===== src/hw/rtl/swpl_pkg.sv =====
// shared types and constants for the stopwatch press-length block
package swpl_pkg;

  // elapsed-time wrap point in centiseconds (100 hours)
  localparam logic [25:0] WRAP_TICKS = 26'd36000000;
  localparam logic [6:0]  CENTI_LAST  = 7'd99;
  localparam logic [5:0]  SECOND_LAST = 6'd59;
  localparam logic [5:0]  MINUTE_LAST = 6'd59;
  localparam logic [6:0]  HOUR_LAST   = 7'd99;
  localparam logic [7:0]  LAP_MAX     = 8'd255;

  // configuration register indexes
  localparam int unsigned CFG_IDX_W = 2;
  localparam int unsigned CFG_DATA_W = 10;
  localparam logic [CFG_IDX_W-1:0] CFG_POLL_PERIOD     = 2'd0;
  localparam logic [CFG_IDX_W-1:0] CFG_LONG_PRESS_TIME = 2'd1;
  localparam logic [CFG_IDX_W-1:0] CFG_BUTTON_ENABLE   = 2'd2;
  localparam logic [CFG_IDX_W-1:0] CFG_TOUCH_ENABLE    = 2'd3;

  // configuration reset values
  localparam logic [7:0] POLL_PERIOD_RST     = 8'd10;
  localparam logic [9:0] LONG_PRESS_TIME_RST = 10'd50;

  // press state machine
  typedef enum logic [4:0] {
    ST_IDLE      = 5'b00001,
    ST_LAP       = 5'b00010,
    ST_SHORT     = 5'b00100,
    ST_STOPRESET = 5'b01000,
    ST_LONG      = 5'b10000
  } press_state_t;

  // elapsed time fields
  typedef struct packed {
    logic [6:0] hours;
    logic [5:0] minutes;
    logic [5:0] seconds;
    logic [6:0] centis;
  } time_t;

  // control from the press machine to the time counters
  typedef struct packed {
    logic step;
    logic run;
    logic clear;
  } time_ctrl_t;

  // one result beat
  typedef struct packed {
    logic [7:0] lap_number;
    logic       lap_valid;
    logic       led_on;
    logic       running;
    logic [6:0] centis;
    logic [5:0] seconds;
    logic [5:0] minutes;
    logic [6:0] hours;
  } result_t;

endpackage


===== src/hw/rtl/swpl_time.sv =====
// cascaded elapsed-time counters and the running tick count
module swpl_time (
  input  logic               clk,
  input  logic               rst,
  input  swpl_pkg::time_ctrl_t ctrl,
  output logic [25:0]        total_adv,
  output swpl_pkg::time_t    time_next
);

  logic [25:0]     total;
  swpl_pkg::time_t count;
  swpl_pkg::time_t count_adv;
  logic [25:0]     total_next;

  // advance by one centisecond when running
  always_comb begin
    count_adv = count;
    total_adv = total;
    if (ctrl.run) begin
      total_adv = (total == swpl_pkg::WRAP_TICKS - 26'd1) ? 26'd0 : total + 26'd1;
      if (count.centis != swpl_pkg::CENTI_LAST) begin
        count_adv.centis = count.centis + 7'd1;
      end else begin
        count_adv.centis = 7'd0;
        if (count.seconds != swpl_pkg::SECOND_LAST) begin
          count_adv.seconds = count.seconds + 6'd1;
        end else begin
          count_adv.seconds = 6'd0;
          if (count.minutes != swpl_pkg::MINUTE_LAST) begin
            count_adv.minutes = count.minutes + 6'd1;
          end else begin
            count_adv.minutes = 6'd0;
            count_adv.hours = (count.hours >= swpl_pkg::HOUR_LAST) ? 7'd0
                                                                    : count.hours + 7'd1;
          end
        end
      end
    end
  end

  // stop-and-reset clears after the advance
  always_comb begin
    time_next  = ctrl.clear ? '0 : count_adv;
    total_next = ctrl.clear ? 26'd0 : total_adv;
  end

  always_ff @(posedge clk) begin
    if (rst) begin
      count <= '0;
      total <= 26'd0;
    end else if (ctrl.step) begin
      count <= time_next;
      total <= total_next;
    end
  end

`ifndef SYNTH
  a_clear_zero: assert property (@(posedge clk) disable iff (rst)
    (ctrl.step && ctrl.clear) |=> (count == '0 && total == 26'd0))
    else $error("time not cleared after stop and reset");

  a_time_range: assert property (@(posedge clk) disable iff (rst)
    ctrl.step |=> (count.centis <= swpl_pkg::CENTI_LAST &&
                   count.seconds <= swpl_pkg::SECOND_LAST &&
                   count.minutes <= swpl_pkg::MINUTE_LAST &&
                   count.hours <= swpl_pkg::HOUR_LAST &&
                   total < swpl_pkg::WRAP_TICKS))
    else $error("time counter out of range");
`endif

endmodule


===== src/hw/rtl/swpl_press.sv =====
// press state machine with poll divider, lap count and long-press detect
module swpl_press (
  input  logic                 clk,
  input  logic                 rst,
  input  logic                 step,
  input  logic                 pressed,
  input  logic [7:0]           poll_period,
  input  logic [9:0]           long_press_time,
  input  logic [25:0]          total_adv,
  output swpl_pkg::time_ctrl_t ctrl,
  output logic                 running_next,
  output logic                 led_next,
  output logic                 lap_valid_next,
  output logic [7:0]           lap_number_next
);

  swpl_pkg::press_state_t press_state;
  swpl_pkg::press_state_t press_state_next;
  logic        running;
  logic [25:0] press_start;
  logic [25:0] press_start_next;
  logic [7:0]  lap_count;
  logic [7:0]  poll_divider;
  logic [7:0]  poll_divider_next;
  logic [7:0]  div_inc;
  logic [7:0]  period;
  logic        eval;
  logic [26:0] diff;
  logic [25:0] held;
  logic        is_long;

  // poll divider, a zero period acts as one
  always_comb begin
    period            = (poll_period == 8'd0) ? 8'd1 : poll_period;
    div_inc           = poll_divider + 8'd1;
    eval              = (div_inc >= period);
    poll_divider_next = eval ? 8'd0 : div_inc;
  end

  // held time modulo the wrap point
  always_comb begin
    diff    = {1'b0, total_adv} - {1'b0, press_start};
    held    = diff[26] ? diff[25:0] + swpl_pkg::WRAP_TICKS : diff[25:0];
    is_long = (held >= {16'd0, long_press_time});
  end

  // next state of the press machine
  always_comb begin
    press_state_next = press_state;
    press_start_next = press_start;
    running_next     = running;
    lap_number_next  = lap_count;
    lap_valid_next   = 1'b0;
    ctrl.clear       = 1'b0;
    if (eval) begin
      unique case (press_state)
        swpl_pkg::ST_IDLE: begin
          if (pressed) begin
            press_start_next = total_adv;
            press_state_next = swpl_pkg::ST_LAP;
          end
        end
        swpl_pkg::ST_LAP: begin
          if (!running) begin
            running_next    = 1'b1;
            lap_number_next = 8'd0;
          end else begin
            if (lap_count != swpl_pkg::LAP_MAX) begin
              lap_number_next = lap_count + 8'd1;
            end
            lap_valid_next = 1'b1;
          end
          press_state_next = pressed ? swpl_pkg::ST_SHORT : swpl_pkg::ST_IDLE;
        end
        swpl_pkg::ST_SHORT: begin
          if (!pressed) begin
            press_state_next = swpl_pkg::ST_IDLE;
          end else if (is_long) begin
            press_state_next = swpl_pkg::ST_STOPRESET;
          end
        end
        swpl_pkg::ST_STOPRESET: begin
          running_next     = 1'b0;
          ctrl.clear       = 1'b1;
          press_state_next = pressed ? swpl_pkg::ST_LONG : swpl_pkg::ST_IDLE;
        end
        swpl_pkg::ST_LONG: begin
          if (!pressed) begin
            press_state_next = swpl_pkg::ST_IDLE;
          end
        end
        default: begin
          press_state_next = swpl_pkg::ST_IDLE;
        end
      endcase
    end
    led_next  = (press_state_next != swpl_pkg::ST_IDLE);
    ctrl.step = step;
    ctrl.run  = running;
  end

  always_ff @(posedge clk) begin
    if (rst) begin
      press_state  <= swpl_pkg::ST_IDLE;
      running      <= 1'b0;
      press_start  <= 26'd0;
      lap_count    <= 8'd0;
      poll_divider <= 8'd0;
    end else if (step) begin
      press_state  <= press_state_next;
      running      <= running_next;
      press_start  <= press_start_next;
      lap_count    <= lap_number_next;
      poll_divider <= poll_divider_next;
    end
  end

`ifndef SYNTH
  a_state_holds: assert property (@(posedge clk) disable iff (rst)
    !(step && eval) |=> $stable(press_state))
    else $error("press state moved without an evaluation");

  a_start_clears_laps: assert property (@(posedge clk) disable iff (rst)
    (step && eval && press_state == swpl_pkg::ST_LAP && !running)
      |=> (running && lap_count == 8'd0))
    else $error("start did not clear the lap count");

  a_lap_when_running: assert property (@(posedge clk) disable iff (rst)
    (step && lap_valid_next) |-> running)
    else $error("lap recorded while stopped");
`endif

endmodule


===== src/hw/rtl/stopwatch_press_length_fsm.sv =====
// top level of the stopwatch with lap recording and long-press reset
//
// Each input beat on s_* is one centisecond tick carrying the raw button
// level (bit 0, low means pressed) and the touch flag (bit 1). Every tick
// gives exactly one result beat on m_* with the elapsed time, the running
// and led flags, a lap strobe and the lap count, as they stand after that
// tick. The press machine is evaluated on every poll_period-th tick.
// Configuration: cfg_wr_en with cfg_index 0 poll_period, 1 long_press_time,
// 2 button_enable, 3 touch_enable; write only while no tick is in flight.
// Path: a tick is captured in the input register and written to the result
// register, from which its result beat is taken (one input register, one
// result register, the counters and the press machine in the single logic
// stage between them).
// Throughput: one tick per cycle; s_tready stays high while the result
// register is taken or empty, so a full tick pair is held when m_tready is
// low and the input side stalls only once both registers are occupied.
// Reset (rst, synchronous): watch stopped at 00:00:00.00, press machine
// idle, lap count zero, registers at their defaults, both channels empty.
module stopwatch_press_length_fsm (
  input  logic        clk,
  input  logic        rst,
  // configuration write port
  input  logic        cfg_wr_en,
  input  logic [1:0]  cfg_index,
  input  logic [9:0]  cfg_data,
  // tick input
  input  logic        s_tvalid,
  output logic        s_tready,
  input  logic [7:0]  s_tdata,  // button_level, touch_flag, zero fill
  // result output
  output logic        m_tvalid,
  input  logic        m_tready,
  // hours[6:0], minutes[12:7], seconds[18:13], centis[25:19], running[26],
  // led_on[27], lap_valid[28], lap_number[36:29], zero fill
  output logic [39:0] m_tdata
);

  logic [7:0] poll_period;
  logic [9:0] long_press_time;
  logic       button_enable;
  logic       touch_enable;

  logic       in_valid;
  logic       in_button;
  logic       in_touch;
  logic       out_valid;
  swpl_pkg::result_t out_data;

  logic                 advance;
  logic                 pressed;
  logic [25:0]          total_adv;
  swpl_pkg::time_t      time_next;
  swpl_pkg::time_ctrl_t ctrl;
  logic                 running_next;
  logic                 led_next;
  logic                 lap_valid_next;
  logic [7:0]           lap_number_next;

  // configuration registers
  always_ff @(posedge clk) begin
    if (rst) begin
      poll_period     <= swpl_pkg::POLL_PERIOD_RST;
      long_press_time <= swpl_pkg::LONG_PRESS_TIME_RST;
      button_enable   <= 1'b1;
      touch_enable    <= 1'b1;
    end else if (cfg_wr_en) begin
      unique case (cfg_index)
        swpl_pkg::CFG_POLL_PERIOD:     poll_period     <= cfg_data[7:0];
        swpl_pkg::CFG_LONG_PRESS_TIME: long_press_time <= cfg_data;
        swpl_pkg::CFG_BUTTON_ENABLE:   button_enable   <= cfg_data[0];
        swpl_pkg::CFG_TOUCH_ENABLE:    touch_enable    <= cfg_data[0];
        default: ;
      endcase
    end
  end

  // handshake: a tick is processed when the result register can take it
  assign advance  = in_valid && (!out_valid || m_tready);
  assign s_tready = !in_valid || advance;

  // input register
  always_ff @(posedge clk) begin
    if (rst) begin
      in_valid <= 1'b0;
    end else if (s_tready) begin
      in_valid <= s_tvalid;
    end
  end

  always_ff @(posedge clk) begin
    if (s_tready && s_tvalid) begin
      in_button <= s_tdata[0];
      in_touch  <= s_tdata[1];
    end
  end

  // press sources
  assign pressed = (button_enable && !in_button) || (touch_enable && in_touch);

  swpl_press u_press (
    .clk             (clk),
    .rst             (rst),
    .step            (advance),
    .pressed         (pressed),
    .poll_period     (poll_period),
    .long_press_time (long_press_time),
    .total_adv       (total_adv),
    .ctrl            (ctrl),
    .running_next    (running_next),
    .led_next        (led_next),
    .lap_valid_next  (lap_valid_next),
    .lap_number_next (lap_number_next)
  );

  swpl_time u_time (
    .clk       (clk),
    .rst       (rst),
    .ctrl      (ctrl),
    .total_adv (total_adv),
    .time_next (time_next)
  );

  // result register
  always_ff @(posedge clk) begin
    if (rst) begin
      out_valid <= 1'b0;
    end else if (advance) begin
      out_valid <= 1'b1;
    end else if (m_tready) begin
      out_valid <= 1'b0;
    end
  end

  always_ff @(posedge clk) begin
    if (advance) begin
      out_data.hours      <= time_next.hours;
      out_data.minutes    <= time_next.minutes;
      out_data.seconds    <= time_next.seconds;
      out_data.centis     <= time_next.centis;
      out_data.running    <= running_next;
      out_data.led_on     <= led_next;
      out_data.lap_valid  <= lap_valid_next;
      out_data.lap_number <= lap_number_next;
    end
  end

  assign m_tvalid = out_valid;
  assign m_tdata  = {3'b000, out_data};

endmodule

===== config.mk =====
export PLATFORM = sky130hd
export DESIGN_NAME = stopwatch_press_length_fsm
export DESIGN_NICKNAME = d
export VERILOG_FILES = /design/src/hw/rtl/swpl_pkg.sv /design/src/hw/rtl/swpl_time.sv /design/src/hw/rtl/swpl_press.sv /design/src/hw/rtl/stopwatch_press_length_fsm.sv
export SDC_FILE = /design/constraint.sdc
export NUM_CORES = 1
export LEC_CHECK = 0
export BUFFER_PORTS_ARGS = -buffer_cell sky130_fd_sc_hd__buf_2
export CAP_MARGIN = 15
export CORE_MARGIN = 2
export CORE_UTILIZATION = 40
export DETAILED_ROUTE_END_ITERATION = 16
export HOLD_SLACK_MARGIN = 0.05
export SLEW_MARGIN = 40
export SYNTH_ARGS = -nofsm -noshare
export SYNTH_HDL_FRONTEND = slang
export SYNTH_SLANG_ARGS = --single-unit
export TNS_END_PERCENT = 1

===== constraint.sdc =====
create_clock -name clk -period 5.8 [get_ports clk]
set_input_delay 0.87 -clock clk [delete_from_list [all_inputs] [get_ports clk]]
set_output_delay 0.87 -clock clk [all_outputs]
set_load 0.05 [all_outputs]

==> results of run 1 <==
==> cells by family (layout without fill, tap and decap cells) <==
| kind of cell | Yosys count | count (layout) | share of synthesized area (%) |
|---|---|---|---|
| compound gates | 293 | 293 | 19.4 |
| xor+xnor | 78 | 78 | 6.99 |
| fa+ha+maj | 53 | 53 | 6.64 |
| buf+inv | 115 | 159 | 4.60 |
| flops | 161 | 161 | 35.8 |
| mux | 31 | 31 | 3.07 |
| other cells | 1 | 3 | 0.0371 |
| simple gates | 508 | 508 | 23.4 |
==> metrics by stage <==
step | total power, uW | util (%) | std cells | instance area [um2] | hold WS [ns]
2_1_floorplan | 1320 | - | 1242 | 10100 | 0.436
3_3_place_gp | 1360 | 42.8 | 1584 | 10700 | 0.444
3_5_place_dp | 1360 | 42.8 | 1584 | 10700 | 0.447
4_1_cts | 2470 | 45.2 | 1616 | 11300 | 0.457
5_1_grt | 2530 | 45.2 | 1616 | 11300 | 0.470
6_report | 2440 | 45.2 | 1616 | 11300 | 0.456
==> power by group through the flow <==
stage	clock network, uW	logic, uW	registers (uW)
floorplan	0	71.2	1250
global placement	0	155	1200
detailed placement	0	157	1200
CTS	1130	157	1180
global route	1180	168	1180
finish	1110	155	1180
==> path summary, 6_finish.rpt <==
kind                            slack [ns]  depth (start not counted)                endpoint
worst min-delay path                  0.46                          2      long_press_time[8]
worst max register to register        0.46                         20  u_press.press_state[3]
worst max-delay path                  0.46                         20  u_press.press_state[3]
worst min register to register        0.46                          2      long_press_time[8]
==> timing repair <==
| action | CTS | global route |
|---|---|---|
| resized for setup | 0 | 1 |
| endpoints found under the hold margin | 0 | 0 |
| setup endpoints to repair | 0 | 2 |
==> area by class of cell <==
class                      count  area (um2)  area share (%)
inverter                      53         200            1.77
tap                          330         413            3.66
timing repair buffer          74         419            3.72
clock buffer                  17         425            3.77
multi-input combinational    966        6050            53.6
sequential                   161        3610            32.0
clock inverter                15         161            1.43
==> layout by cell type, fill, tap and decap left out, types with 36 or more instances in the layout <==
cell type and n:
ha_1 52, xor2_1 38, xnor2_1 36, nor2_1 145
a21oi_1 136, edfxtp_1 39, dfxtp_1 122, nand3_1 63
nand2_1 169, inv_1 52, buf_2 56
==> registers in the layout (all words and copies together), names as in the netlist <==
register	count
long_press_time	10
u_press.lap_count	8
button_enable	1
touch_enable	1
in_button	1
u_time.count	26
m_tvalid	1
u_time.total	26
u_press.running	1
u_press.poll_divider	8
m_tdata	37
poll_period	8
in_touch	1
u_press.press_start	26
in_valid	1
u_press.press_state	5
==> critical path: cells and delay by family (launching register included) <==
kind | cells | cell delay, ns
and+or+nand+nor | 12 | 3.07
AOI/OAI and AO/OA | 5 | 0.92
adders and majority gates | 2 | 0.63
DFF | 1 | 0.40
xor gates and xnor gates | 1 | 0.16
==> layer usage <==
metal / track usage, % / routed length [um] / vias up
li1: - / - / 4466
met1: 24.3 / 11500 / 3979
met2: 27.9 / 10100 / 119
met3: 3.08 / 677 / 21
met4: 4.79 / 325 / 0
met5: 0 / 0 / -
==> impl_metrics.py, run 1 <==
metrics = {
    "worst_setup_path": {
        "crit_fanout": 9,
        "cp_data_arrival_time_ns": 5.63,
        "max_stage_delay_ns": 0.50,
        "path_class": "reg2reg",
        "setup.worst_path.start_class": "flop",
        "crit_required_ns": 6.10,
        "cpMaxStageDelayCell": "or4_1",
        "end_kind": "flop",
        "worstPathCellList": "ha_1 -> nand3_1 -> nor2_1 -> and3_1 -> and3_1 -> nand3_1 -> xor2_1 -> nor2_1 -> ha_1 -> a21oi_2 -> o21ai_0 -> or4_1 -> or3_1 -> o211ai_2 -> nand2_1 -> a21oi_2 -> nor3b_1 -> nor4b_1 -> and4_1 -> o41ai_2",
        "cp-startpoint": "u_time.total[0]",
        "rr_startpoint": "u_time.total[0]",
    },
    "die": {
        "start_util_pct": 40.5,
        "die_w_um": 163,
        "pin_count": 67,
        "rows": 58,
        "fp.dieH_um": 163,
        "die_area_um2": 26500,
        "design.core.area_um2": 25000,
    },
    "place": {
        "gp_congestion": 0.859,
        "hpwlAfterDp_um": 16100,
        "post-place-ws_ns": 0.478,
        "io_buffer_count": 57,
    },
    "yosys": {
        "synth_warnings": 0,
        "dominantRegCellSynth": "dfxtp_1",
        "ys_seq_elements": 161,
        "ys_seq_area_share_pct": 35.8,
        "synth-async-reset-ratio_pct": 0,
        "netlist.area_leader.share_pct": 24.2,
        "synth_edf_count": 39,
        "synth_area_leader_cell": "dfxtp_1",
        "netlist_area_um2": 10100,
        "yosysMostFrequentCell": "nand2_1",
        "yosysUniqueCellTypes": 87,
        "ys_top_cells_by_area": "dfxtp_1 (24%), edfxtp_1 (12%), a21oi_1 (6.7%), ha_1 (6.4%), nand2_1 (6.3%)",
        "syn_inst": 1240,
        "netlist_top_cells_count": "nand2_1 (169), nor2_1 (145), a21oi_1 (136)",
        "synth_area_per_cell_um2": 8.15,
    },
    "clocking": {
        "cts_buffer_depth": 2,
        "htreeDepth": 4,
        "path_clk_slew_ns": 0.07,
        "cts-root-buf": "clkbuf_16",
        "cts_hold_buf": 0,
        "cts_tree": "yes",
        "cts_num_sinks": 161,
        "cts_made_buffers": 17,
        "clock_latency_ns": 0.44,
        "cts_setup_buffers": 0,
    },
    "global_route": {
        "grt_pass1_vias": 7796,
        "grtUsageTotal_pct": 17.5,
        "antenna_found_initial": 0,
        "grt_max_degree": 85,
        "gr-total-overflow": 0,
        "grt_pass1_wl_um": 38200,
    },
    "detailed_routing": {
        "avgRoutedWirePerCell_um": 14.0,
        "num_vias": 8585,
        "ant_nets": 0,
        "drc": 0,
        "wl_um": 22600,
        "via_per_inst": 5.31,
        "drtPass1Iterations": 5,
        "drt_iter0_drc": 584,
    },
    "power_and_ir_drop": {
        "switchingPower_uw": 659,
        "switching_share_pct": 27.0,
        "internal-power_uw": 1780,
        "clkPwrFrac_pct": 45.5,
        "ir_worst_vdd_mv": 0.151,
        "combPwrFrac_pct": 6.3,
        "cellPowerDensity_nw_per_um2": 216,
        "seqPwrFrac_pct": 48.2,
        "leakagePower_uw": 0.00430,
    },
    "finish": {
        "final_net_count": 1351,
        "n_antenna_cell": 0,
        "drive_above_1_share_pct": 11.1,
        "area_growth_pct": 11.7,
        "n_fill_cell": 2491,
    },
    "outcome": {
        "status": "completed",
    },
    "worst_hold_path": {
        "hold_class": "reg2reg",
        "worstHoldStart": "long_press_time[8]",
    },
    "sta": {
        "maxSlewViolCount": 0,
        "fin_skew_ns": 0.0177,
        "setup_ws_ns": 0.463,
        "finalHoldViolCount": 0,
        "fmax_mhz": 187,
        "slew-limit-headroom_pct": 46.4,
        "min_period_ns": 5.34,
        "min_period_over_period_pct": 92.0,
        "tns_ns": 0,
        "worst_slew_pin_slew_ns": 0.804,
        "rsz0062_at_grt": "false",
        "finalSetupViolations": 0,
    },
    "run": {
        "maxCapViolations": 0,
    },
}
Note: power is estimated with default switching activity, not from simulation.
==> run 2, diff against run 1 <==
Settings changed: CAP_MARGIN 15 to default, CORE_UTILIZATION 40 to 55, PLACE_DENSITY from default to 0.73.
==> impl_metrics.py, run 2 (synthesis results as in run 1) <==
metrics = {
    "global_route": {
        "gr-total-overflow": 0,
        "grt_max_degree": 75,
        "grt_pass1_vias": 7779,
        "antenna_found_initial": 0,
        "grtUsageTotal_pct": 22.9,
        "grt_pass1_wl_um": 37600,
    },
    "worst_setup_path": {
        "rr_startpoint": "u_time.total[2]",
        "r2r_cells": 18,
        "max_stage_delay_ns": 0.48,
        "cpMaxStageDelayCell": "ha_1",
        "crit_family": "simple AND/OR/NAND/NOR gates",
        "path_class": "reg2reg",
        "cp_data_arrival_time_ns": 5.60,
        "setup.worst_path.start_class": "flop",
        "reg2reg_slack_ns": 0.48,
        "cp.buffers_inverters": 1,
        "crit_fanout": 11,
        "worstPathCellList": "nand4_1 -> nor3_1 -> nand3_1 -> nor2_2 -> nand3_1 -> xnor2_1 -> buf_4 -> ha_1 -> nand2_1 -> o21ai_0 -> or3_1 -> o211ai_1 -> a311oi_1 -> nand2_1 -> a211o_1 -> o31ai_1 -> and4_1 -> o41ai_2",
        "crit_required_ns": 6.08,
        "rr_endpoint": "u_press.press_state[3]",
        "end_kind": "flop",
    },
    "sta": {
        "fin_skew_ns": 0.00939,
        "worst_slew_pin_slew_ns": 0.800,
        "fmax_mhz": 188,
        "tns_ns": 0,
        "rsz0062_at_grt": "false",
        "hold_ws_ns": 0.454,
        "finalSetupViolations": 0,
        "slew-limit-headroom_pct": 46.7,
        "min_period_over_period_pct": 91.7,
        "maxSlewViolCount": 0,
        "min_period_ns": 5.32,
        "finalHoldViolCount": 0,
    },
    "finish": {
        "final_net_count": 1353,
        "final_common_cell": "nand2_1",
        "multi_input_comb_area_um2": 6060,
        "n_fill_cell": 1581,
        "mostFrequentLayoutCells": "nand2_1 (169), nor2_1 (144), a21oi_1 (135)",
        "final_core_util_pct": 62.2,
        "area_growth_pct": 10.7,
        "n_antenna_cell": 0,
        "drive_above_1_share_pct": 11.0,
        "largest_register_ffs": 37,
        "seq_area_um2": 3610,
    },
    "detailed_routing": {
        "wl_um": 22400,
        "drt_iter0_drc": 657,
        "num_vias": 8732,
        "drc": 0,
        "avgRoutedWirePerCell_um": 14.7,
        "drtPass1Iterations": 5,
        "via_per_inst": 5.76,
        "ant_nets": 0,
    },
    "clocking": {
        "path_clk_slew_ns": 0.07,
        "clock_latency_ns": 0.43,
        "cts_buffer_depth": 2,
        "cts_hold_buf": 0,
        "cts_num_sinks": 161,
        "cts-root-buf": "clkbuf_16",
        "cts_made_buffers": 17,
        "cts_tree": "yes",
        "htreeDepth": 4,
    },
    "die": {
        "die_area_um2": 19500,
        "die_w_um": 140,
        "rows": 49,
        "fp.dieH_um": 140,
        "design.core.area_um2": 18000,
        "start_util_pct": 56.2,
        "pin_count": 67,
    },
    "power_and_ir_drop": {
        "leakagePower_uw": 0.00430,
        "cellPowerDensity_nw_per_um2": 223,
        "ir_worst_vdd_mv": 0.294,
    },
    "place": {
        "io_buffer_count": 57,
        "gp_congestion": 0.907,
        "hpwlAfterDp_um": 15200,
    },
    "outcome": {
        "status": "completed",
    },
    "run": {
        "maxCapViolations": 0,
    },
    "worst_hold_path": {
        "hold_path_depth": 2,
        "worstHoldStart": "long_press_time[8]",
        "hold_class": "reg2reg",
        "worstHoldEndpoint": "long_press_time[8]",
    },
}
==> run 2: cell count changes in the layout (fill, tap and decap cells not counted), moves of 2 or more <==
cell       before  now
clkinv_1        0    2
inv_8           5    1
clkbuf_1        0    3
buf_4          17   20
bufinv_16       0    3
clkinv_8        3    0
==> run 2: repair_timing <==
action	CTS	global route
setup endpoints to repair	0	2
buffers inserted	0	3
resized for setup	0	2
==> run 2: worst min-delay path, cell delays in order (launching register included) <==
cell and delay (ns):
dfxtp_1 0.31, nand2_1 0.05, a21oi_1 0.05
==> run 2: final cells by class <==
type                            count  share of cell area (%)
Tap cell                          229                    2.56
Sequential cell                   161                    32.3
Timing Repair Buffer               76                    3.85
Clock buffer                       20                    3.91
Multi-Input combinational cell    966                    54.2
Inverter                           53                    1.79
Clock inverter                     12                    1.39
==> run 2: how the worst max path moves through the flow <==
stage / startpoint / end / slack [ns] / cells past startpoint
after floorplan: u_time.total[0] / u_press.press_state[3] / 1.07 / 26
after global placement: u_press.running / u_press.press_state[3] / 0.54 / 22
after detailed placement: u_time.total[2] / u_press.press_state[3] / 0.45 / 22
after CTS: u_time.total[2] / u_press.press_state[3] / 0.43 / 22
after global routing: u_press.running / u_press.press_state[3] / 0.003 / 20
final: u_time.total[2] / u_press.press_state[3] / 0.48 / 18
==> run 2: metal layers <==
| metal | part of all wire, % | GRT usage [%] | up-vias | wire [um] |
|---|---|---|---|---|
| met4 | 1.5 | 7.07 | 0 | 339 |
| met5 | 0 | 0 | - | 0 |
| met2 | 46 | 36.7 | 171 | 10300 |
| li1 | - | - | 4446 | - |
| met1 | 49 | 32.3 | 4085 | 10900 |
| met3 | 3.5 | 3.23 | 30 | 792 |
==> run 2: per-stage QoR <==
| stage | worst slack, ns | cell area [um2] | std cells | total power [uW] |
|---|---|---|---|---|
| floorplan | 1.07 | 10100 | 1242 | 1320 |
| global placement | 0.536 | 10500 | 1482 | 1350 |
| detailed placement | 0.454 | 10600 | 1482 | 1360 |
| CTS | 0.433 | 11100 | 1514 | 2510 |
| global route | 0.00319 | 11200 | 1517 | 2560 |
| finish | 0.482 | 11200 | 1517 | 2490 |
==> run 2: report_power, final <==
group	leakage [uW]	switching, uW	internal, uW
Sequential	0.00134	8.00	1170
Clock	0.000282	478	681
Combinational	0.00268	118	35.5
Total	0.00430	604	1880
